===== src/hw/rtl/bpe_pkg.sv =====
// shared types, constants and tables for the bernstein polynomial evaluator
package bpe_pkg;

  localparam int MAX_DEGREE_DEF = 4;
  localparam int FRAC_BITS_DEF  = 16;
  localparam int NUM_COEF       = 5;
  localparam int QDEPTH         = 4;

  // register indexes on the configuration port
  localparam logic [2:0] REG_DEGREE = 3'd0;
  localparam logic [2:0] REG_X_LOW  = 3'd1;
  localparam logic [2:0] REG_X_HIGH = 3'd2;
  localparam logic [2:0] REG_COEF0  = 3'd3;
  localparam logic [2:0] REG_COEF1  = 3'd4;
  localparam logic [2:0] REG_COEF2  = 3'd5;
  localparam logic [2:0] REG_COEF3  = 3'd6;
  localparam logic [2:0] REG_COEF4  = 3'd7;

  // binomial coefficients, row n, column i
  localparam logic [2:0] BINOM [NUM_COEF][NUM_COEF] = '{
    '{3'd1, 3'd0, 3'd0, 3'd0, 3'd0},
    '{3'd1, 3'd1, 3'd0, 3'd0, 3'd0},
    '{3'd1, 3'd2, 3'd1, 3'd0, 3'd0},
    '{3'd1, 3'd3, 3'd3, 3'd1, 3'd0},
    '{3'd1, 3'd4, 3'd6, 3'd4, 3'd1}
  };

  // configuration as seen by the datapath (degree already clamped)
  typedef struct packed {
    logic [2:0]                  degree;
    logic signed [31:0]          x_low;
    logic signed [31:0]          x_high;
    logic [NUM_COEF-1:0][31:0]   coef;
  } cfg_t;

  // classified sample passed from front to back
  typedef struct packed {
    logic signed [32:0] diff;
    logic               t_zero;
    logic               zs;
  } item_t;

endpackage


===== src/hw/rtl/bpe_front.sv =====
// front end: offsets the sample and classifies it against the range
module bpe_front (
  input  bpe_pkg::cfg_t       cfg,
  input  logic signed [31:0]  in_sample,
  output bpe_pkg::item_t      item
);

  logic signed [32:0] diff;
  logic signed [32:0] span;

  assign diff = {in_sample[31], in_sample} - {cfg.x_low[31], cfg.x_low};
  assign span = {cfg.x_high[31], cfg.x_high} - {cfg.x_low[31], cfg.x_low};

  assign item.diff   = diff;
  // at or beyond the low end of the range, whatever the span direction
  assign item.t_zero = (diff == 33'sd0) || (diff[32] != span[32]);
  assign item.zs     = (span == 33'sd0);

endmodule


===== config.mk =====
export PLATFORM = sky130hd
export DESIGN_NAME = bpe_front
export DESIGN_NICKNAME = d
export VERILOG_FILES = /design/src/hw/rtl/bpe_pkg.sv /design/src/hw/rtl/bpe_front.sv
export SDC_FILE = /design/constraint.sdc
export NUM_CORES = 1
export LEC_CHECK = 0
export BUFFER_PORTS_ARGS = -buffer_cell sky130_fd_sc_hd__buf_2
export CAP_MARGIN = 40
export CORE_AREA = 2 2 115 117
export DETAILED_ROUTE_END_ITERATION = 10
export DIE_AREA = 0 0 117 119
export PLACE_DENSITY = 0.68
export RECOVER_POWER = 50
export SLEW_MARGIN = 20
export SYNTH_ARGS = -nofsm -noshare
export SYNTH_HDL_FRONTEND = slang
export SYNTH_SLANG_ARGS = --single-unit

===== constraint.sdc =====
create_clock -name vclk -period 4.6
set_input_delay 0.46 -clock vclk [all_inputs]
set_output_delay 0.46 -clock vclk [all_outputs]
set_load 0.02 [all_outputs]

Word level (Yosys, flattened, before mapping). Cells that the tools add are included.

Bits in registers: 0. Output and inout bits: 35. Word-level logic and storage cells: 6.

Add/sub/neg operators: 2. Equal/unequal tests: 1. Reduce and logical (&&, ||, !) cells: 3.

Operators by type and width (count): $logic_not 33->1 (2); $sub 32x32->33 (2); $logic_or 1x1->1 (1); $ne 1x1->1 (1).

Depth between registers and ports, before layout.
Depth in word-level cells: 3. Depth in mapped cells: 14. Depth with buffers taken out: 14.

Least setup slack after synthesis. No wires, ideal clock.

Path type: input-to-output. From: in cfg[160] in the netlist's numbering. To: out item[0] in the netlist's numbering. Arrival: 3.862 ns. Data required time: 4.140 ns. Setup slack: 0.278 ns. Stages: 14. Path buffers: 0. Cells stage by stage: inv_1 > ha_1 > fa_1 > nor2b_1 > o2111ai_1 > and4b_1 > a211oi_1 > nor2_1 > o31a_1 > xnor2_1 > or4_1 > nor4_1 > o2111ai_1 > nor4_1.

RTL lines: from (decl) (line bpe_front.sv:3) `input bpe_pkg::cfg_t cfg,`; to (decl) (line bpe_front.sv:5) `output bpe_pkg::item_t item`.

==> flow_summary.json <==
{
  "area_delta_synth_final_pct": 22.17,
  "start_kind": "input port",
  "drt-vias-per-instance": 5.408,
  "synthCells": 586,
  "startpoint": "cfg[193]",
  "diodes": 0,
  "grt-ovfl-total": 0,
  "worst_slew_margin_rel": 0.6630,
  "critPathKind": "in2out",
  "post-route-min-period_ps": 4381,
  "start_util": 0.3086,
  "drive_above_1_share": 0.2022,
  "filler_cell_count": 1427,
  "max_freq_mhz": 228.3,
  "row_count": 42,
  "synth_area_leaders": "ha_1, a21oi_1, inv_1, a21o_1, xnor2_1",
  "cp.arrival_ps": 3920,
  "ios": 294,
  "wl_per_cell_um": 15.17,
  "hp-class": "in2out",
  "routed_wl_um": 13470,
  "core_um2": 12870,
  "ys_types": 74,
  "n_clock_buffer": 0,
  "setup_viol": 0,
  "fin_nets": 1039,
  "gp_congestion": 0.9462,
  "yosys.area.top_type": "ha_1",
  "grt_use_total": 0.1877,
  "power_density_nw_per_um2": 162.1,
  "syn_area_um2": 3973,
  "layout_common_cells": "buf_2, ha_1, inv_1, a21oi_1, nor2_1",
  "grt_max_degree": 10,
  "period_share": 0.9523,
  "ir_worst_vdd_mv": 0.09662,
  "layout_commonest_cell": "buf_2",
  "status": "complete, no violations",
  "dp_hpwl_um": 11830,
  "dieArea_um2": 13920,
  "yosysWarnings": 0,
  "rsz0062_at_grt": "false",
  "grt_pass1_wl_um": 21600,
  "synth_top_area_share": 0.2016,
  "worstMarginPinSlew_ps": 502.5,
  "drt-pass1-iter-count": 5,
  "avgSynthCellArea_um2": 6.779,
  "finalHoldViolCount": 0,
  "io_buffers": 131,
  "dr.first_iter.drc_count": 202,
  "cellLeakagePower_nw": 2.391,
  "worstPathMaxFanout": 3,
  "synth_nets": 911,
  "grt_pass1_vias": 4502,
  "critPathCaptureType": "output port",
  "vias": 4802,
  "fin_setup_tns_ps": 0,
  "die_w_um": 117,
  "ant_nets": 0,
  "cp_data_required_time_ps": 4140,
  "yosysSeqAreaShare": 0,
  "max-cap-violations": 0,
  "regArea_um2": 0,
  "drcViolationCount": 0,
  "endpoint": "item[1]",
  "drv_slew": 0,
  "die_h_um": 119,
  "fin_util": 0.3770,
  "antenna_found_initial": 0,
  "seq_cells": 0
}
==> metrics by stage <==
stage	power [W]	cells	setup slack, ps	cell area (µm²)	hold WS [ps]
floorplan	0.0005575	586	278.4	3973	1119
global placement	0.0007763	887	32.18	4836	1410
detailed placement	0.0007795	887	48.33	4836	1404
CTS	0.0007848	887	7.417	4836	1406
global route	0.0008656	888	5.575	4853	1440
finish	0.0007869	888	219.3	4853	1423
==> synth_stat cells, types with 3 or more instances <==
cell type	instances
a21oi_1	56
ha_1	64
xnor2_1	22
o21ai_1	11
nor2_1	47
xor2_1	12
nor2b_1	10
o211ai_1	7
and2_1	10
o21ai_0	25
mux2i_1	5
o21a_1	4
a211o_1	4
nand3_1	25
nor3_1	16
clkbuf_1	8
a31oi_1	11
o31a_1	3
nand4_1	8
o2111ai_1	7
a21boi_0	3
inv_1	61
o21bai_1	11
and3_1	7
o221ai_1	3
nand2b_1	5
or3_1	8
a21o_1	26
nor4_1	6
nand2_1	36
a211oi_1	7
==> worst min-delay path by stage <==
| stage | cells after the start | end | start |
|---|---|---|---|
| final | 4 | item[2] | cfg[192] |
| after global routing | 4 | item[2] | cfg[192] |
| after CTS | 4 | item[2] | cfg[192] |
| after detailed placement | 4 | item[2] | cfg[192] |
| after global placement | 4 | item[2] | cfg[192] |
| after floorplan | 2 | item[2] | cfg[192] |
==> critical path, stage by stage <==
cell and delay [ps]:
buf_2 140, inv_1 80, ha_1 270, nand2b_1 90, a211o_1 280, a211oi_1 480, o211a_1 280, o221ai_1 200
xnor2_1 180, nor3_1 340, nand4b_1 280, nor4b_4 350, nand4bb_1 150, a21oi_1 150, buf_2 180
==> final cells by class <==
type,count,area (µm²),share of cell area
Timing Repair Buffer,135,669.4,0.1379
Tap cell,176,220.2,0.04537
Inverter,61,229.0,0.04718
Multi-Input combinational cell,516,3735,0.7695
==> power breakdown <==
part	leakage, nW	internal [W]	switching (W)
registers	0	0	0
clock network	0	0	0
logic	2.39	0.000308	0.000479
==> layer usage <==
metal | vias to the layer above | track usage | part of all wire
li1 | 2465 | - | -
met1 | 2166 | 0.2824 | 0.49
met2 | 159 | 0.3006 | 0.44
met3 | 12 | 0.008142 | 0.049
met4 | 0 | 0.02721 | 0.014
met5 | - | 0 | 0
==> cells by family after synthesis <==
family,share of synthesized area
AO/OA/AOI/OAI,0.3666
buffers and inverters,0.06646
multiplexers,0.01543
adder cells (fa/ha/maj),0.2117
XOR/XNOR,0.07496
AND/OR/NAND/NOR,0.2649
==> repair_timing <==
| action | CTS | global route |
|---|---|---|
| buffers inserted | 0 | 1 |
| hold buffers | 0 | 0 |
| endpoints found under the setup margin | 0 | 2 |
| gates resized for setup | 0 | 5 |
(Power assumes the default switching activity.)
