`config.mk`:
```
export PLATFORM = sky130hd
export DESIGN_NAME = bpe_queue
export DESIGN_NICKNAME = d
export VERILOG_FILES = /design/src/hw/rtl/bpe_pkg.sv /design/src/hw/rtl/bpe_queue.sv
export SDC_FILE = /design/constraint.sdc
export NUM_CORES = 1
export LEC_CHECK = 0
export BUFFER_PORTS_ARGS = -buffer_cell sky130_fd_sc_hd__buf_2
export CAP_MARGIN = 20
export CORE_MARGIN = 1.5
export CORE_UTILIZATION = 58
export CTS_BUF_LIST = sky130_fd_sc_hd__clkbuf_8
export CTS_CLUSTER_SIZE = 40
export DETAILED_ROUTE_END_ITERATION = 8
export GPL_ROUTABILITY_DRIVEN = 0
export HOLD_SLACK_MARGIN = 0.08
export PLACE_DENSITY = 0.8
export SLEW_MARGIN = 10
export SYNTH_ARGS = -nofsm -noshare
export SYNTH_HDL_FRONTEND = slang
export SYNTH_SLANG_ARGS = --single-unit
```
`constraint.sdc`:
```
create_clock -name clk -period 2.32 [get_ports clk]
set_input_delay 0.464 -clock clk [delete_from_list [all_inputs] [get_ports clk]]
set_output_delay 0.464 -clock clk [all_outputs]
set_load 0.01 [all_outputs]
```
`src/hw/rtl/bpe_pkg.sv`:
```
// shared types, constants and tables for the bernstein polynomial evaluator
package bpe_pkg;

  localparam int MAX_DEGREE_DEF = 4;
  localparam int FRAC_BITS_DEF  = 16;
  localparam int NUM_COEF       = 5;
  localparam int QDEPTH         = 4;

  // register indexes on the configuration port
  localparam logic [2:0] REG_DEGREE = 3'd0;
  localparam logic [2:0] REG_X_LOW  = 3'd1;
  localparam logic [2:0] REG_X_HIGH = 3'd2;
  localparam logic [2:0] REG_COEF0  = 3'd3;
  localparam logic [2:0] REG_COEF1  = 3'd4;
  localparam logic [2:0] REG_COEF2  = 3'd5;
  localparam logic [2:0] REG_COEF3  = 3'd6;
  localparam logic [2:0] REG_COEF4  = 3'd7;

  // binomial coefficients, row n, column i
  localparam logic [2:0] BINOM [NUM_COEF][NUM_COEF] = '{
    '{3'd1, 3'd0, 3'd0, 3'd0, 3'd0},
    '{3'd1, 3'd1, 3'd0, 3'd0, 3'd0},
    '{3'd1, 3'd2, 3'd1, 3'd0, 3'd0},
    '{3'd1, 3'd3, 3'd3, 3'd1, 3'd0},
    '{3'd1, 3'd4, 3'd6, 3'd4, 3'd1}
  };

  // configuration as seen by the datapath (degree already clamped)
  typedef struct packed {
    logic [2:0]                  degree;
    logic signed [31:0]          x_low;
    logic signed [31:0]          x_high;
    logic [NUM_COEF-1:0][31:0]   coef;
  } cfg_t;

  // classified sample passed from front to back
  typedef struct packed {
    logic signed [32:0] diff;
    logic               t_zero;
    logic               zs;
  } item_t;

endpackage

```
`src/hw/rtl/bpe_queue.sv`:
```
// short fifo between front and back
module bpe_queue (
  input  logic            clk,
  input  logic            rst_n,
  input  logic            push,
  input  bpe_pkg::item_t  push_item,
  input  logic            pop,
  output bpe_pkg::item_t  head,
  output logic            full,
  output logic            empty
);

  localparam int PW = $clog2(bpe_pkg::QDEPTH);
  localparam int CW = $clog2(bpe_pkg::QDEPTH + 1);

  bpe_pkg::item_t mem [bpe_pkg::QDEPTH];
  logic [PW-1:0]  wr_ptr_r, rd_ptr_r;
  logic [CW-1:0]  count_r, count_nxt;

  assign full  = (count_r == CW'(bpe_pkg::QDEPTH));
  assign empty = (count_r == '0);
  assign head  = mem[rd_ptr_r];

  always_comb begin
    count_nxt = count_r;
    if (push && !pop) count_nxt = count_r + CW'(1);
    else if (!push && pop) count_nxt = count_r - CW'(1);
  end

  always_ff @(posedge clk) begin
    if (!rst_n) begin
      wr_ptr_r <= '0;
      rd_ptr_r <= '0;
      count_r  <= '0;
    end else begin
      if (push) wr_ptr_r <= wr_ptr_r + PW'(1);
      if (pop)  rd_ptr_r <= rd_ptr_r + PW'(1);
      count_r <= count_nxt;
    end
  end

  always_ff @(posedge clk) begin
    if (push) mem[wr_ptr_r] <= push_item;
  end

endmodule

```
* Word-level counts from Yosys, hierarchy flattened
Memory sizes are Yosys's and may differ from the RTL's. A register that Yosys moved wholly into a read port is not among the register bits.
Index checks and enable logic that the tools add are counted.
** Cells by class
- Shifts and indexed selects :: 0
- Div/mod/pow operators :: 0
- Equality and inequality tests :: 1
- $mul :: 0
- Magnitude comparators :: 0
- Bitwise gates (word level) :: 0
- Add/sub/neg operators :: 4
- Reductions and logical operators :: 6
- Multiplexer cells :: 6
** Operators with widths (number)
- $mux 3 :: 2
- $add 2x1->2 const B :: 2
- $mux 2 :: 2
- $add 3x1->3 const B :: 1
- $eq 3x3->1 const B :: 1
- $logic_not 3->1 :: 1
- $sub 3x1->3 const B :: 1
- $logic_and 1x1->1 :: 2
- $logic_not 1->1 :: 2
- $mux 1 :: 2
- $reduce_bool 2->1 :: 1
** Word-level totals
- Latch bits :: 0
- Output and inout port bits :: 37
- Word-level logic and storage cells :: 21
- Input port bits :: 39
- Memories kept :: 1
- Memory bits (writable) :: 140
- Flip-flop bits (word level) :: 7
- ROM bits :: 0
** Memories
- mem :: depth 4, width 35, rd ports 1, clocked after memory_dff 1, write ports 1, line bpe_queue.sv:16 : bpe_pkg::item_t mem [bpe_pkg::QDEPTH];

* Depth between registers and ports, before layout
- Depth after elaboration :: 4
- Mapped depth :: 7

* Worst setup path before layout
OpenSTA, ideal clock, no wires.
- Kind :: flip-flop to flip-flop
- Start point :: register wr_ptr_r[0]
- End point :: memory mem[2][0] (netlist bit), enable pin
- Path buffers :: 0
- Data arrival time :: 1.397 ns
- Setup slack :: 0.527 ns
- Period minus slack after synthesis :: 1.793 ns
- Data required time :: 1.925 ns
- Cell stages (with the launch flop) :: 4
- Cells stage by stage :: dfxtp_1 > inv_1 > ha_1 > and2_1
** RTL lines
- start, declared :: line bpe_queue.sv:17 : logic [PW-1:0] wr_ptr_r, rd_ptr_r;
- start signal, assigned :: line bpe_queue.sv:36 : if (push) wr_ptr_r <= wr_ptr_r + PW'(1);
- end, declared :: line bpe_queue.sv:16
Straight into the memory's write port.

==> metrics.txt <==
area growth from synthesis to layout=18.0%; fin nets=367; Placed Area=6140 µm²; pre-CTS setup slack=0.237 ns; Syn Nets=271; first-pass GRT wire length=13,700 µm; Mean Syn Cell Area=24.5 µm²; GRT overflow=0; I/O Buffers=75; Yosys top cell area share=approximately 76%; routed wire length=8700 µm; Highest Signal Layer=met4; Final min period=2.25 ns; Setup TNS=0 ns; peak supply drop=575 µV; Inserted Clock Buffers=17; crit share post-route=97.0%; Initial Utilization=60.0%; clk sink count=between 100 and 150; crit end category=output port; via count=2,504; core area=just over 9000 µm²; latest clock arrival within the worst-skew pair=0.42 ns; most frequent cell after synthesis=edfxtp_1; met2 WL=4580 µm; Synth cell types=22; MaxCap Viol Count=0; CP Launch Type=flop; drt first pass iters=4; CTS Root Cell=clkbuf_8; layout cells sized above 1=45.7%; CP arrival=1.79 ns; Hold WC Path Type=primary input to flop; Clock transition at path regs=0.08 ns; Slew @ Worst Pin=0.461 ns; Final Core Density=a little under three quarters; Setup Fix Bufs, Post-CTS=0; Leakage Power=2.27 nW; status=completed; #FFs+latches synth=around 150; vias in the first global route=approximately 2,700; chip width=101 µm; Design Area, Final=6550 µm²; max frequency=approximately 440 MHz; fin. max-slew vios=0; ANT cells=0; Syn Inst Count=226; Max Clock Skew=0.00893 ns; final setup violation count=0; post_cts resized=1; Hold Path Stages=1; antenna violations before repair=1; Hold Buf Count CTS=0; sequential area share after synthesis=79.0%; row cnt=35; M1 WL=3590 µm; post-route setup slack=0.0699 ns; Netlist Area Pre-Place=5550 µm²; main flop type after synthesis=edfxtp_1; total die area=10,200 µm²; FILL cells=564; routed length per instance=around 19 µm; RSZ-0062 raised after global routing=no; largest net degree at the start of global routing=36; Worst Path Max Fanout=22; critical path type=flop to output port; Vias/cell=5.40; most instantiated cells after synthesis=140 x edfxtp_1, 30 x mux4_2, 9 x and2_1, 9 x dfxtp_1; Synth area leader=edfxtp_1; Die Y=101 µm; Post-DRT Antenna Nets=0; WP data required=1.86 ns; WL met3=around 450 µm; slew margin rel.=69.3%; Pwr per Cell Area=870 nW/µm²; initial DRC count=about 110; CTS tree=yes; Top Ports=76; CTS H-tree depth=4; Hold Vio Cnt, Final=0; async set-reset flop share out of synthesis=0%; GRT Util Overall=a little under a fifth; largest cells by area after synthesis=edfxtp_1 76%, mux4_2 12%, dfxtp_1 3.2%; Post-synth EDFFs=140; Remaining DRCs=0; cells on worst reg2reg path=4; Longest Clk Path Bufs=2; Ys Warns=0; detailed placer's ending HPWL=5490 µm
cell type report:
type / instances / area, µm² / share of cell area (%)
Timing Repair Buffer: 85 / 517 / 7.89
Multi-Input combinational cell: 65 / 1060 / 16.2
Sequential cell: 149 / 4390 / 67.0
Tap cell: 129 / 161 / 2.47
Inverter: 4 / 15.0 / 0.229
Clock buffer: 17 / 234 / 3.57
Clock inverter: 15 / 170 / 2.60
per-stage QoR:
| step | power [W] | std cells | hold slack (ns) |
|---|---|---|---|
| final | 0.00569 | 464 | 0.248 |
| after global routing | 0.00592 | 464 | 0.215 |
| after CTS | 0.00577 | 464 | 0.208 |
| after detailed placement | 0.00379 | 432 | 0.568 |
| after global placement | 0.00377 | 432 | 0.497 |
| after floorplan | 0.00355 | 226 | 0.472 |
where the power goes:
part           internal [W]  total [W]  switching, W
clock network      0.000984    0.00198      0.000994
registers           0.00308    0.00312     0.0000432
logic              0.000292   0.000593      0.000301
total               0.00435    0.00569       0.00134
cell families after synthesis:
group           after synthesis  synth area share, %
compound gates                2                0.225
fa+ha+maj                     6                 1.49
mux                          37                 14.9
buf+inv                      12                 1.92
simple gates                 15                 1.65
flops                       149                 79.0
xor+xnor                      5                0.789
critical path: stages, from the launching register on:
cell and delay, ns:
dfxtp_2 0.36, buf_12 0.21, mux4_1 0.61, buf_2 0.17
metal layers:
metal / up-vias / global-route usage [%]
met5: - / 0
met4: 0 / 6.83
met3: 9 / 6.38
met2: 66 / 31.1
met1: 1291 / 24.2
li1: 1138 / -
placed cells by master (no fill, tap or decap), types with 5 or more instances in the layout:
cell,n
buf_12,5
mux4_1,5
edfxtp_1,140
inv_6,5
mux4_2,30
clkbuf_8,17
ha_1,5
buf_2,75
dfxtp_1,7
and2_1,5
worst paths after layout:
| kind | startpoint | end | slack, ns |
|---|---|---|---|
| setup reg to reg | wr_ptr_r[0]$_SDFFE_PN0P_ | mem[0][2]$_DFFE_PP_ | 0.66 |
| hold / removal | push_item[3] | mem[0][3]$_DFFE_PP_ | 0.25 |
| hold reg to reg | rd_ptr_r[1]$_SDFFE_PN0P_ | flop | 0.58 |
| setup / recovery | flop | head[31] | 0.07 |
state kept, by name, indices dropped and copies added (netlist names), named ones only:
register,flops
wr_ptr_r,2
mem,140
count_r,3
rd_ptr_r,2
(Power assumes the default switching activity.)
