===== src/hw/rtl/bpe_pkg.sv =====
// shared types, constants and tables for the bernstein polynomial evaluator
package bpe_pkg;

  localparam int MAX_DEGREE_DEF = 4;
  localparam int FRAC_BITS_DEF  = 16;
  localparam int NUM_COEF       = 5;
  localparam int QDEPTH         = 4;

  // register indexes on the configuration port
  localparam logic [2:0] REG_DEGREE = 3'd0;
  localparam logic [2:0] REG_X_LOW  = 3'd1;
  localparam logic [2:0] REG_X_HIGH = 3'd2;
  localparam logic [2:0] REG_COEF0  = 3'd3;
  localparam logic [2:0] REG_COEF1  = 3'd4;
  localparam logic [2:0] REG_COEF2  = 3'd5;
  localparam logic [2:0] REG_COEF3  = 3'd6;
  localparam logic [2:0] REG_COEF4  = 3'd7;

  // binomial coefficients, row n, column i
  localparam logic [2:0] BINOM [NUM_COEF][NUM_COEF] = '{
    '{3'd1, 3'd0, 3'd0, 3'd0, 3'd0},
    '{3'd1, 3'd1, 3'd0, 3'd0, 3'd0},
    '{3'd1, 3'd2, 3'd1, 3'd0, 3'd0},
    '{3'd1, 3'd3, 3'd3, 3'd1, 3'd0},
    '{3'd1, 3'd4, 3'd6, 3'd4, 3'd1}
  };

  // configuration as seen by the datapath (degree already clamped)
  typedef struct packed {
    logic [2:0]                  degree;
    logic signed [31:0]          x_low;
    logic signed [31:0]          x_high;
    logic [NUM_COEF-1:0][31:0]   coef;
  } cfg_t;

  // classified sample passed from front to back
  typedef struct packed {
    logic signed [32:0] diff;
    logic               t_zero;
    logic               zs;
  } item_t;

endpackage


===== src/hw/rtl/bpe_integ.sv =====
// free-running pipeline computing the full-range integral from configuration
module bpe_integ #(
  parameter int MAX_DEGREE = bpe_pkg::MAX_DEGREE_DEF,
  parameter int FRAC_BITS  = bpe_pkg::FRAC_BITS_DEF
) (
  input  logic               clk,
  input  bpe_pkg::cfg_t      cfg,
  output logic signed [31:0] integ,
  output logic               integ_sat
);

  localparam int WB = 35;          // quotient bits kept before saturation
  localparam int DS = 5;           // divide stages
  localparam int BPS = WB / DS;    // bits per divide stage

  // stage 1
  logic signed [32:0] span_r;
  logic signed [34:0] csum_r, csum_nxt;
  logic [2:0]         n1_1_r;
  // stage 2
  logic [32:0]        a_r;
  logic [34:0]        b_r;
  logic               neg_2_r;
  logic [2:0]         n1_2_r;
  // stage 3
  logic [51:0]        pl_r;
  logic [50:0]        ph_r;
  logic               neg_3_r;
  logic [2:0]         n1_3_r;
  // stage 4
  logic [67:0]        m_r;
  logic               neg_4_r;
  logic [2:0]         n1_4_r;
  // divide chain
  logic [WB-1:0]      w_r   [DS+1];
  logic [WB-1:0]      q_r   [DS+1];
  logic [2:0]         rem_r [DS+1];
  logic               neg_d_r [DS+1];
  logic               fnz_d_r [DS+1];
  logic               big_d_r [DS+1];
  logic [2:0]         n1_d_r  [DS+1];

  always_comb begin
    csum_nxt = '0;
    for (int i = 0; i <= MAX_DEGREE; i++) begin
      if (3'(i) <= cfg.degree)
        csum_nxt = csum_nxt + 35'(signed'(cfg.coef[i]));
    end
  end

  always_ff @(posedge clk) begin
    span_r  <= {cfg.x_high[31], cfg.x_high} - {cfg.x_low[31], cfg.x_low};
    csum_r  <= csum_nxt;
    n1_1_r  <= cfg.degree + 3'd1;

    a_r     <= span_r[32] ? 33'(-span_r) : 33'(span_r);
    b_r     <= csum_r[34] ? 35'(-csum_r) : 35'(csum_r);
    neg_2_r <= span_r[32] != csum_r[34];
    n1_2_r  <= n1_1_r;

    pl_r    <= 52'(a_r[16:0]) * 52'(b_r);
    ph_r    <= 51'(a_r[32:17]) * 51'(b_r);
    neg_3_r <= neg_2_r;
    n1_3_r  <= n1_2_r;

    m_r     <= {16'd0, pl_r} + {ph_r, 17'd0};
    neg_4_r <= neg_3_r;
    n1_4_r  <= n1_3_r;

    w_r[0]     <= m_r[FRAC_BITS+WB-1:FRAC_BITS];
    q_r[0]     <= '0;
    rem_r[0]   <= '0;
    neg_d_r[0] <= neg_4_r;
    fnz_d_r[0] <= |m_r[FRAC_BITS-1:0];
    big_d_r[0] <= |m_r[67:FRAC_BITS+WB];
    n1_d_r[0]  <= n1_4_r;
  end

  // long division by n+1, a handful of bits per stage
  for (genvar s = 0; s < DS; s++) begin : g_div
    logic [2:0]    rem_c;
    logic [3:0]    rem4;
    logic [WB-1:0] q_c;
    always_comb begin
      rem_c = rem_r[s];
      q_c   = q_r[s];
      rem4  = '0;
      for (int b = 0; b < BPS; b++) begin
        rem4 = {rem_c, w_r[s][WB-1-s*BPS-b]};
        if (rem4 >= {1'b0, n1_d_r[s]}) begin
          rem4 = rem4 - {1'b0, n1_d_r[s]};
          q_c[WB-1-s*BPS-b] = 1'b1;
        end
        rem_c = rem4[2:0];
      end
    end
    always_ff @(posedge clk) begin
      w_r[s+1]     <= w_r[s];
      q_r[s+1]     <= q_c;
      rem_r[s+1]   <= rem_c;
      neg_d_r[s+1] <= neg_d_r[s];
      fnz_d_r[s+1] <= fnz_d_r[s];
      big_d_r[s+1] <= big_d_r[s];
      n1_d_r[s+1]  <= n1_d_r[s];
    end
  end

  logic [WB:0] mag;
  logic        over;

  always_comb begin
    mag  = {1'b0, q_r[DS]} +
           (WB+1)'(neg_d_r[DS] && (rem_r[DS] != 3'd0 || fnz_d_r[DS]));
    over = big_d_r[DS] ||
           (neg_d_r[DS] ? (mag > (WB+1)'(36'h080000000))
                        : (mag > (WB+1)'(36'h07fffffff)));
  end

  always_ff @(posedge clk) begin
    integ_sat <= over;
    if (over) integ <= neg_d_r[DS] ? 32'sh80000000 : 32'sh7fffffff;
    else      integ <= neg_d_r[DS] ? -signed'(mag[31:0]) : signed'(mag[31:0]);
  end

endmodule


===== config.mk =====
export PLATFORM = sky130hd
export DESIGN_NAME = bpe_integ
export DESIGN_NICKNAME = d
export VERILOG_FILES = /design/src/hw/rtl/bpe_pkg.sv /design/src/hw/rtl/bpe_integ.sv
export SDC_FILE = /design/constraint.sdc
export NUM_CORES = 2
export LEC_CHECK = 0
export BUFFER_PORTS_ARGS = -buffer_cell sky130_fd_sc_hd__buf_4
export CAP_MARGIN = 15
export CORE_UTILIZATION = 30
export DETAILED_ROUTE_END_ITERATION = 8
export PLACE_DENSITY_LB_ADDON = 0.08
export SKIP_CTS_REPAIR_TIMING = 1
export SKIP_LAST_GASP = 1
export SLEW_MARGIN = 10
export SYNTH_ARGS = -nofsm -noshare
export SYNTH_HDL_FRONTEND = slang
export SYNTH_SLANG_ARGS = --single-unit

===== constraint.sdc =====
create_clock -name clk -period 14.8 [get_ports clk]
set_input_delay 2.96 -clock clk [delete_from_list [all_inputs] [get_ports clk]]
set_output_delay 2.96 -clock clk [all_outputs]
set_load 0.005 [all_outputs]

Word-level counts from Yosys, hierarchy flattened
Memory sizes are Yosys's and may differ from the RTL's.
Cells that the tools add are included.
{"block": "totals", "register_bits": 355, "ram_bits": 474, "inputBits": 228, "out_inout_bits": 33, "n_memories": 7}
{"block": "classes", "n_addsub": 46, "multipliers": 2, "n_lt_le_gt_ge": 42, "n_eq_ne": 1, "muxes": 81, "n_reduce_logical": 6}
{"name": "q_r", "depth": 6, "width": 35, "rd": 6, "rd_clocked_by_memory_dff": 0, "write_ports": 6, "line": "bpe_integ.sv:36", "rtl": "logic [WB-1:0] q_r [DS+1];"}
{"name": "w_r", "depth": 6, "width": 35, "rd": 5, "rd_clocked_by_memory_dff": 0, "write_ports": 6, "line": "bpe_integ.sv:35", "rtl": "logic [WB-1:0] w_r [DS+1];"}
{"name": "n1_d_r", "depth": 6, "width": 3, "rd": 5, "rd_clocked_by_memory_dff": 0, "write_ports": 6, "line": "bpe_integ.sv:41", "rtl": "logic [2:0] n1_d_r [DS+1];"}
{"name": "rem_r", "depth": 6, "width": 3, "rd": 6, "rd_clocked_by_memory_dff": 0, "write_ports": 6, "line": "bpe_integ.sv:37", "rtl": "logic [2:0] rem_r [DS+1];"}
{"name": "big_d_r", "depth": 6, "width": 1, "rd": 6, "rd_clocked_by_memory_dff": 0, "write_ports": 6, "line": "bpe_integ.sv:40", "rtl": "logic big_d_r [DS+1];"}
{"name": "fnz_d_r", "depth": 6, "width": 1, "rd": 6, "rd_clocked_by_memory_dff": 0, "write_ports": 6, "line": "bpe_integ.sv:39", "rtl": "logic fnz_d_r [DS+1];"}
{"name": "1 more memories"}
{"op": "$mux W35", "n": 5}
{"op": "$add A35 B32 Y35", "n": 4}
{"op": "$ge A4 B3 Y1", "n": 35}
{"op": "$mux W32", "n": 4}
{"op": "$mux W3", "n": 35}
{"op": "$sub A3 B3 Y3", "n": 35}
{"op": "$add A52 B68 Y68", "n": 1}
{"op": "$mul A17 B35 Y52", "n": 1}
{"op": "$mul A16 B35 Y51", "n": 1}
{"op": "$add A35 B1 Y36", "n": 1}
{"op": "$gt A36 B31 Y1 const B", "n": 1}
{"op": "$gt A36 B32 Y1 const B", "n": 1}
{"op": "$mux W1", "n": 36}
{"op": "$neg A35 Y35", "n": 1}
{"op": "$mux W34", "n": 1}
{"op": "$neg A33 Y33", "n": 1}
{"op": "$sub A32 B32 Y33", "n": 1}
{"op": "$neg A32 Y32", "n": 1}
{"op": "$reduce_or A17 Y1", "n": 1}
{"op": "$reduce_or A16 Y1", "n": 1}
{"op": "$le A1 B3 Y1 const A", "n": 2}
{"op": "$le A2 B3 Y1 const A", "n": 2}
{"op": "$add A3 B1 Y3 const B", "n": 1}
{"op": "$le A3 B3 Y1 const A", "n": 1}
{"op": "other kinds (4)", "n": 5}

Longest topological paths before layout
An unclocked memory read counts as a cell.
{"block": "logic_depth", "depth_word": 15, "mapped_depth": 56, "mapped_depth_nobuf": 52}

Worst setup path after synthesis
Ideal clock, no wire load.
{"block": "synth_path", "path_kind": "input to register", "from": "input port cfg[224] in the netlist's numbering", "to": "register csum_r[34]", "setup_time_ns": 0.130, "arrival_time_ns": 12.628, "required_time_ns": 14.670, "path_slack_ns": 2.042, "path_stages": 49, "path_buffers": 6, "cell_sequence": "clkbuf_1 > inv_1 > ha_1 > or4_4 > buf_6 > buf_6 > clkbuf_1 > clkbuf_1 > and2_1 > ha_1 > clkbuf_1 > a21o_1 > maj3_1 > a32o_1 > a41o_1 > nor2_1 > xor2_1 > o21ai_0 > (+13 left out) > or2_2 > o21ba_2 > a21boi_0 > nor2_1 > xnor2_1 > mux2_2 > ha_1 > a21o_1 > a21o_1 > a211oi_1 > nand2_1 > o21ai_0 > o21ai_0 > a31oi_1 > o21a_1 > mux2i_1 > xnor2_1 > xnor3_1"}
{"block": "synth_via", "elab_chain_len": 10}
{"item": "start, declared", "line": "bpe_integ.sv:7", "rtl": "input bpe_pkg::cfg_t cfg,"}
{"item": "$le A1 B3 Y1", "line": "bpe_integ.sv:46", "rtl": "if (3'(i) <= cfg.degree)"}
{"item": "$mux W35", "line": "bpe_integ.sv:46"}
{"item": "$add A35 B32 Y35", "line": "bpe_integ.sv:47", "rtl": "csum_nxt = csum_nxt + 35'(signed'(cfg.coef[i]));"}
{"item": "$mux W35", "line": "bpe_integ.sv:46"}
{"item": "$add A35 B32 Y35", "line": "bpe_integ.sv:47"}
{"item": "$mux W35", "line": "bpe_integ.sv:46"}
{"item": "$add A35 B32 Y35", "line": "bpe_integ.sv:47"}
{"item": "$mux W35", "line": "bpe_integ.sv:46"}
{"item": "$add A35 B32 Y35", "line": "bpe_integ.sv:47"}
{"item": "$mux W35 *", "line": "bpe_integ.sv:46"}
{"item": "net csum_nxt[34]", "line": "bpe_integ.sv:18", "rtl": "logic signed [34:0] csum_r, csum_nxt;"}
{"item": "end signal, assigned", "line": "bpe_integ.sv:53", "rtl": "csum_r <= csum_nxt;"}
{"item": "end, declared", "line": "bpe_integ.sv:18"}
Mark *: on every way through the listed nets, which the timed path passes. The rest lies on a longest branch.
A chain may end at the register's enable or synchronous reset.

Worst setup path after layout
Same ends and word-level chain as after synthesis.

==> out/metrics.yaml <==
outcome: "completed"
yosys_register_bits: 613
crit_arrival_ns: 14.15
yosys.cell_count.top_type: "sky130_fd_sc_hd__nand2_1"
relSlewSlack_pct: 22.6
rsz0062_at_grt: "no"
synth.top_cell.area_share_pct: 29.5
drt_iter0_markers: 2453
commonest_cells_in_the_netlist: "sky130_fd_sc_hd__nand2_1 (1190), sky130_fd_sc_hd__inv_1 (1180), sky130_fd_sc_hd__fa_1 (993)"
timing_worst_setup_path_type: "in2reg"
total_number_of_h_tree_levels: 3
drt-total-wl_um: 200000
finalWeightedCongestion: 0.852
final.min_clock_period_ns: 13.60
area_growth_syn_to_layout_pct: 11.7
dp.final_hpwl_um: 152000
synth_edf_count: 0
max_cap_viol_count: 0
yosys_warnings: 0
synth_area_per_cell_um2: 8.92
design.core.area_um2: 223000
clock_path_buffers: 3
vias: 50746
synth_area_um2: 67400
floorplan.die.height_um: 476
setup_viol: 0
cp_slowest_stage_delay_ns: 0.98
via_per_inst: 4.74
syn-num-nets: 9332
postSynth.topFlopCell: "sky130_fd_sc_hd__dfxtp_1"
grt_first_pass_wirelength_um: 316000
grt_antenna_before_repair: 14
cts.root.buffer_cell: "sky130_fd_sc_hd__clkbuf_16"
cpMostUsedCell: "sky130_fd_sc_hd__o21ai_0"
totalNegativeSetupSlack_ns: 0
async_flop_share_pct: 0
overflow_after_grt: 0
synth_top_cells_by_area: "sky130_fd_sc_hd__fa_1 (30%), sky130_fd_sc_hd__dfxtp_1 (18%), sky130_fd_sc_hd__ha_1 (10%), sky130_fd_sc_hd__nand2_1 (6.6%), sky130_fd_sc_hd__inv_1 (6.6%)"
grt_start_max_net_pins: 63
clk_pin_slew_worst_paths_ns: 0.06
count_of_unresolved_drc_violations_after_routing: 0
wire_length_per_cell_um: 18.7
grt_pass1_vias: 54414
postSynthCellCount: 7550
endpoint_kind: "flop"
tightest_slew_ns: 1.13
drive_gt1_share_pct: 8.01
drt-pass1-iter-count: 6
synth_seq_area_share_pct: 18.2
worst_setup_path_start_kind: "input pin"
hold_path.class: "reg2reg"
i_o_pin_cnt: 261
tritoncts.num_buffers: 78
initial_utilization_pct: 30.2
timing.clock.skew_ns: 0.0747
cts_num_sinks: 613
track_usage_pct: 18.1
port_buffers: 260
finish.net_count: 9436
fmaxAchievable_mhz: 73.5
layout_worst_path_cycle_share_pct: 91.9
timing_hold_violations_final: 0
critPathMaxFanout: 52
crit_required_ns: 15.35
die_area_um2: 226000
cpMaxStageDelayCell: "sky130_fd_sc_hd__a2111oi_0"
cts_tree: "built"
die_extent_in_x_um: 476
post-synth-top-area-cell: "sky130_fd_sc_hd__fa_1"
route.antenna.remaining_nets: 0
worst_skew_pair.late_latency_ns: 0.74
slew_viol_final: 0
rows: 173
synth.distinct_cells: 90
-- cell families after synthesis --
group	Yosys count	synth area share, %
buffers and inverters	1503	8.42
adders and majority gates	1555	40.0
DFF	613	18.2
AOI/OAI and AO/OA	1208	11.6
xor gates and xnor gates	412	5.38
and+or+nand+nor	2156	14.8
muxes	103	1.63
-- worst max-delay path: cells and delay by family --
family	cells	cell delay (ns)
mux	2	0.49
simple gates	11	2.45
compound gates	21	5.14
fa+ha+maj	5	1.47
buf+inv	3	0.54
xor+xnor	7	1.07
-- flip-flops by register name, summed over array words and instances, names as in the netlist, 3 cells and up --
| name | flops |
|---|---|
| b_r | 35 |
| a_r | 33 |
| rem_r | 15 |
| n1_1_r | 3 |
| ph_r | 51 |
| n1_2_r | 3 |
| csum_r | 35 |
| n1_d_r | 15 |
| fnz_d_r | 6 |
| big_d_r | 6 |
| neg_d_r | 6 |
| span_r | 33 |
| n1_3_r | 3 |
| integ | 32 |
| q_r | 105 |
| m_r | 68 |
| n1_4_r | 3 |
| w_r | 105 |
| pl_r | 52 |
-- layout make-up --
type	instances	area [um2]
Clock inverter	47	603
Inverter	1180	4430
Multi-Input combinational cell	5434	49400
Fill cell	23154	148000
Sequential cell	613	12300
Tap cell	2975	3720
Timing Repair Buffer	347	2600
Antenna cell	5	12.5
Clock buffer	96	2130
-- layout by cell type, fill, tap and decap left out, types with 128 or more instances in the layout --
master                    Yosys  layout
sky130_fd_sc_hd__ha_1       561     561
sky130_fd_sc_hd__dfxtp_1    613     589
sky130_fd_sc_hd__nor2_1     203     202
sky130_fd_sc_hd__inv_1     1180    1180
sky130_fd_sc_hd__o21ai_0    248     248
sky130_fd_sc_hd__nand2_1   1190    1190
sky130_fd_sc_hd__and2_1     346     346
sky130_fd_sc_hd__xnor2_1    283     283
sky130_fd_sc_hd__a21o_1     196     196
sky130_fd_sc_hd__a21oi_1    321     320
sky130_fd_sc_hd__xor2_1     128     128
sky130_fd_sc_hd__fa_1       993     993
sky130_fd_sc_hd__buf_4        0     346
-- final timing paths --
check	start	endpoint	slack, ns	depth (start not counted)
max	cfg[224]	csum_r[34]	1.20	49
min	w_r[2][5]	w_r[3][5]	0.32	0
max reg2reg	n1_d_r[2][1]	rem_r[3][0]	4.36	42
min reg2reg	w_r[2][5]	w_r[3][5]	0.32	0
-- through the flow --
stage               std cells  util (%)  cell area, um2  setup WS, ns  hold WS (ns)
global placement        10548      32.5           72500         0.788         0.310
floorplan                7550         -           67400          2.04         0.310
detailed placement      10548      32.5           72500         0.694         0.312
CTS                     10691      33.8           75200          1.39         0.313
finish                  10697      33.8           75200          1.20         0.318
global route            10695      33.8           75200         0.320         0.324
-- layer usage --
| layer | up-vias | part of all wire, % | track usage (%) |
|---|---|---|---|
| met1 | 25180 | 46 | 24.2 |
| met2 | 1066 | 46 | 30.2 |
| met5 | - | 0.0090 | 0 |
| met3 | 243 | 4.9 | 2.71 |
| li1 | 24253 | - | - |
| met4 | 4 | 2.6 | 5.12 |
Power is not shown: default switching activity piles up to over one toggle a cycle in this logic, so the estimate is an artifact.
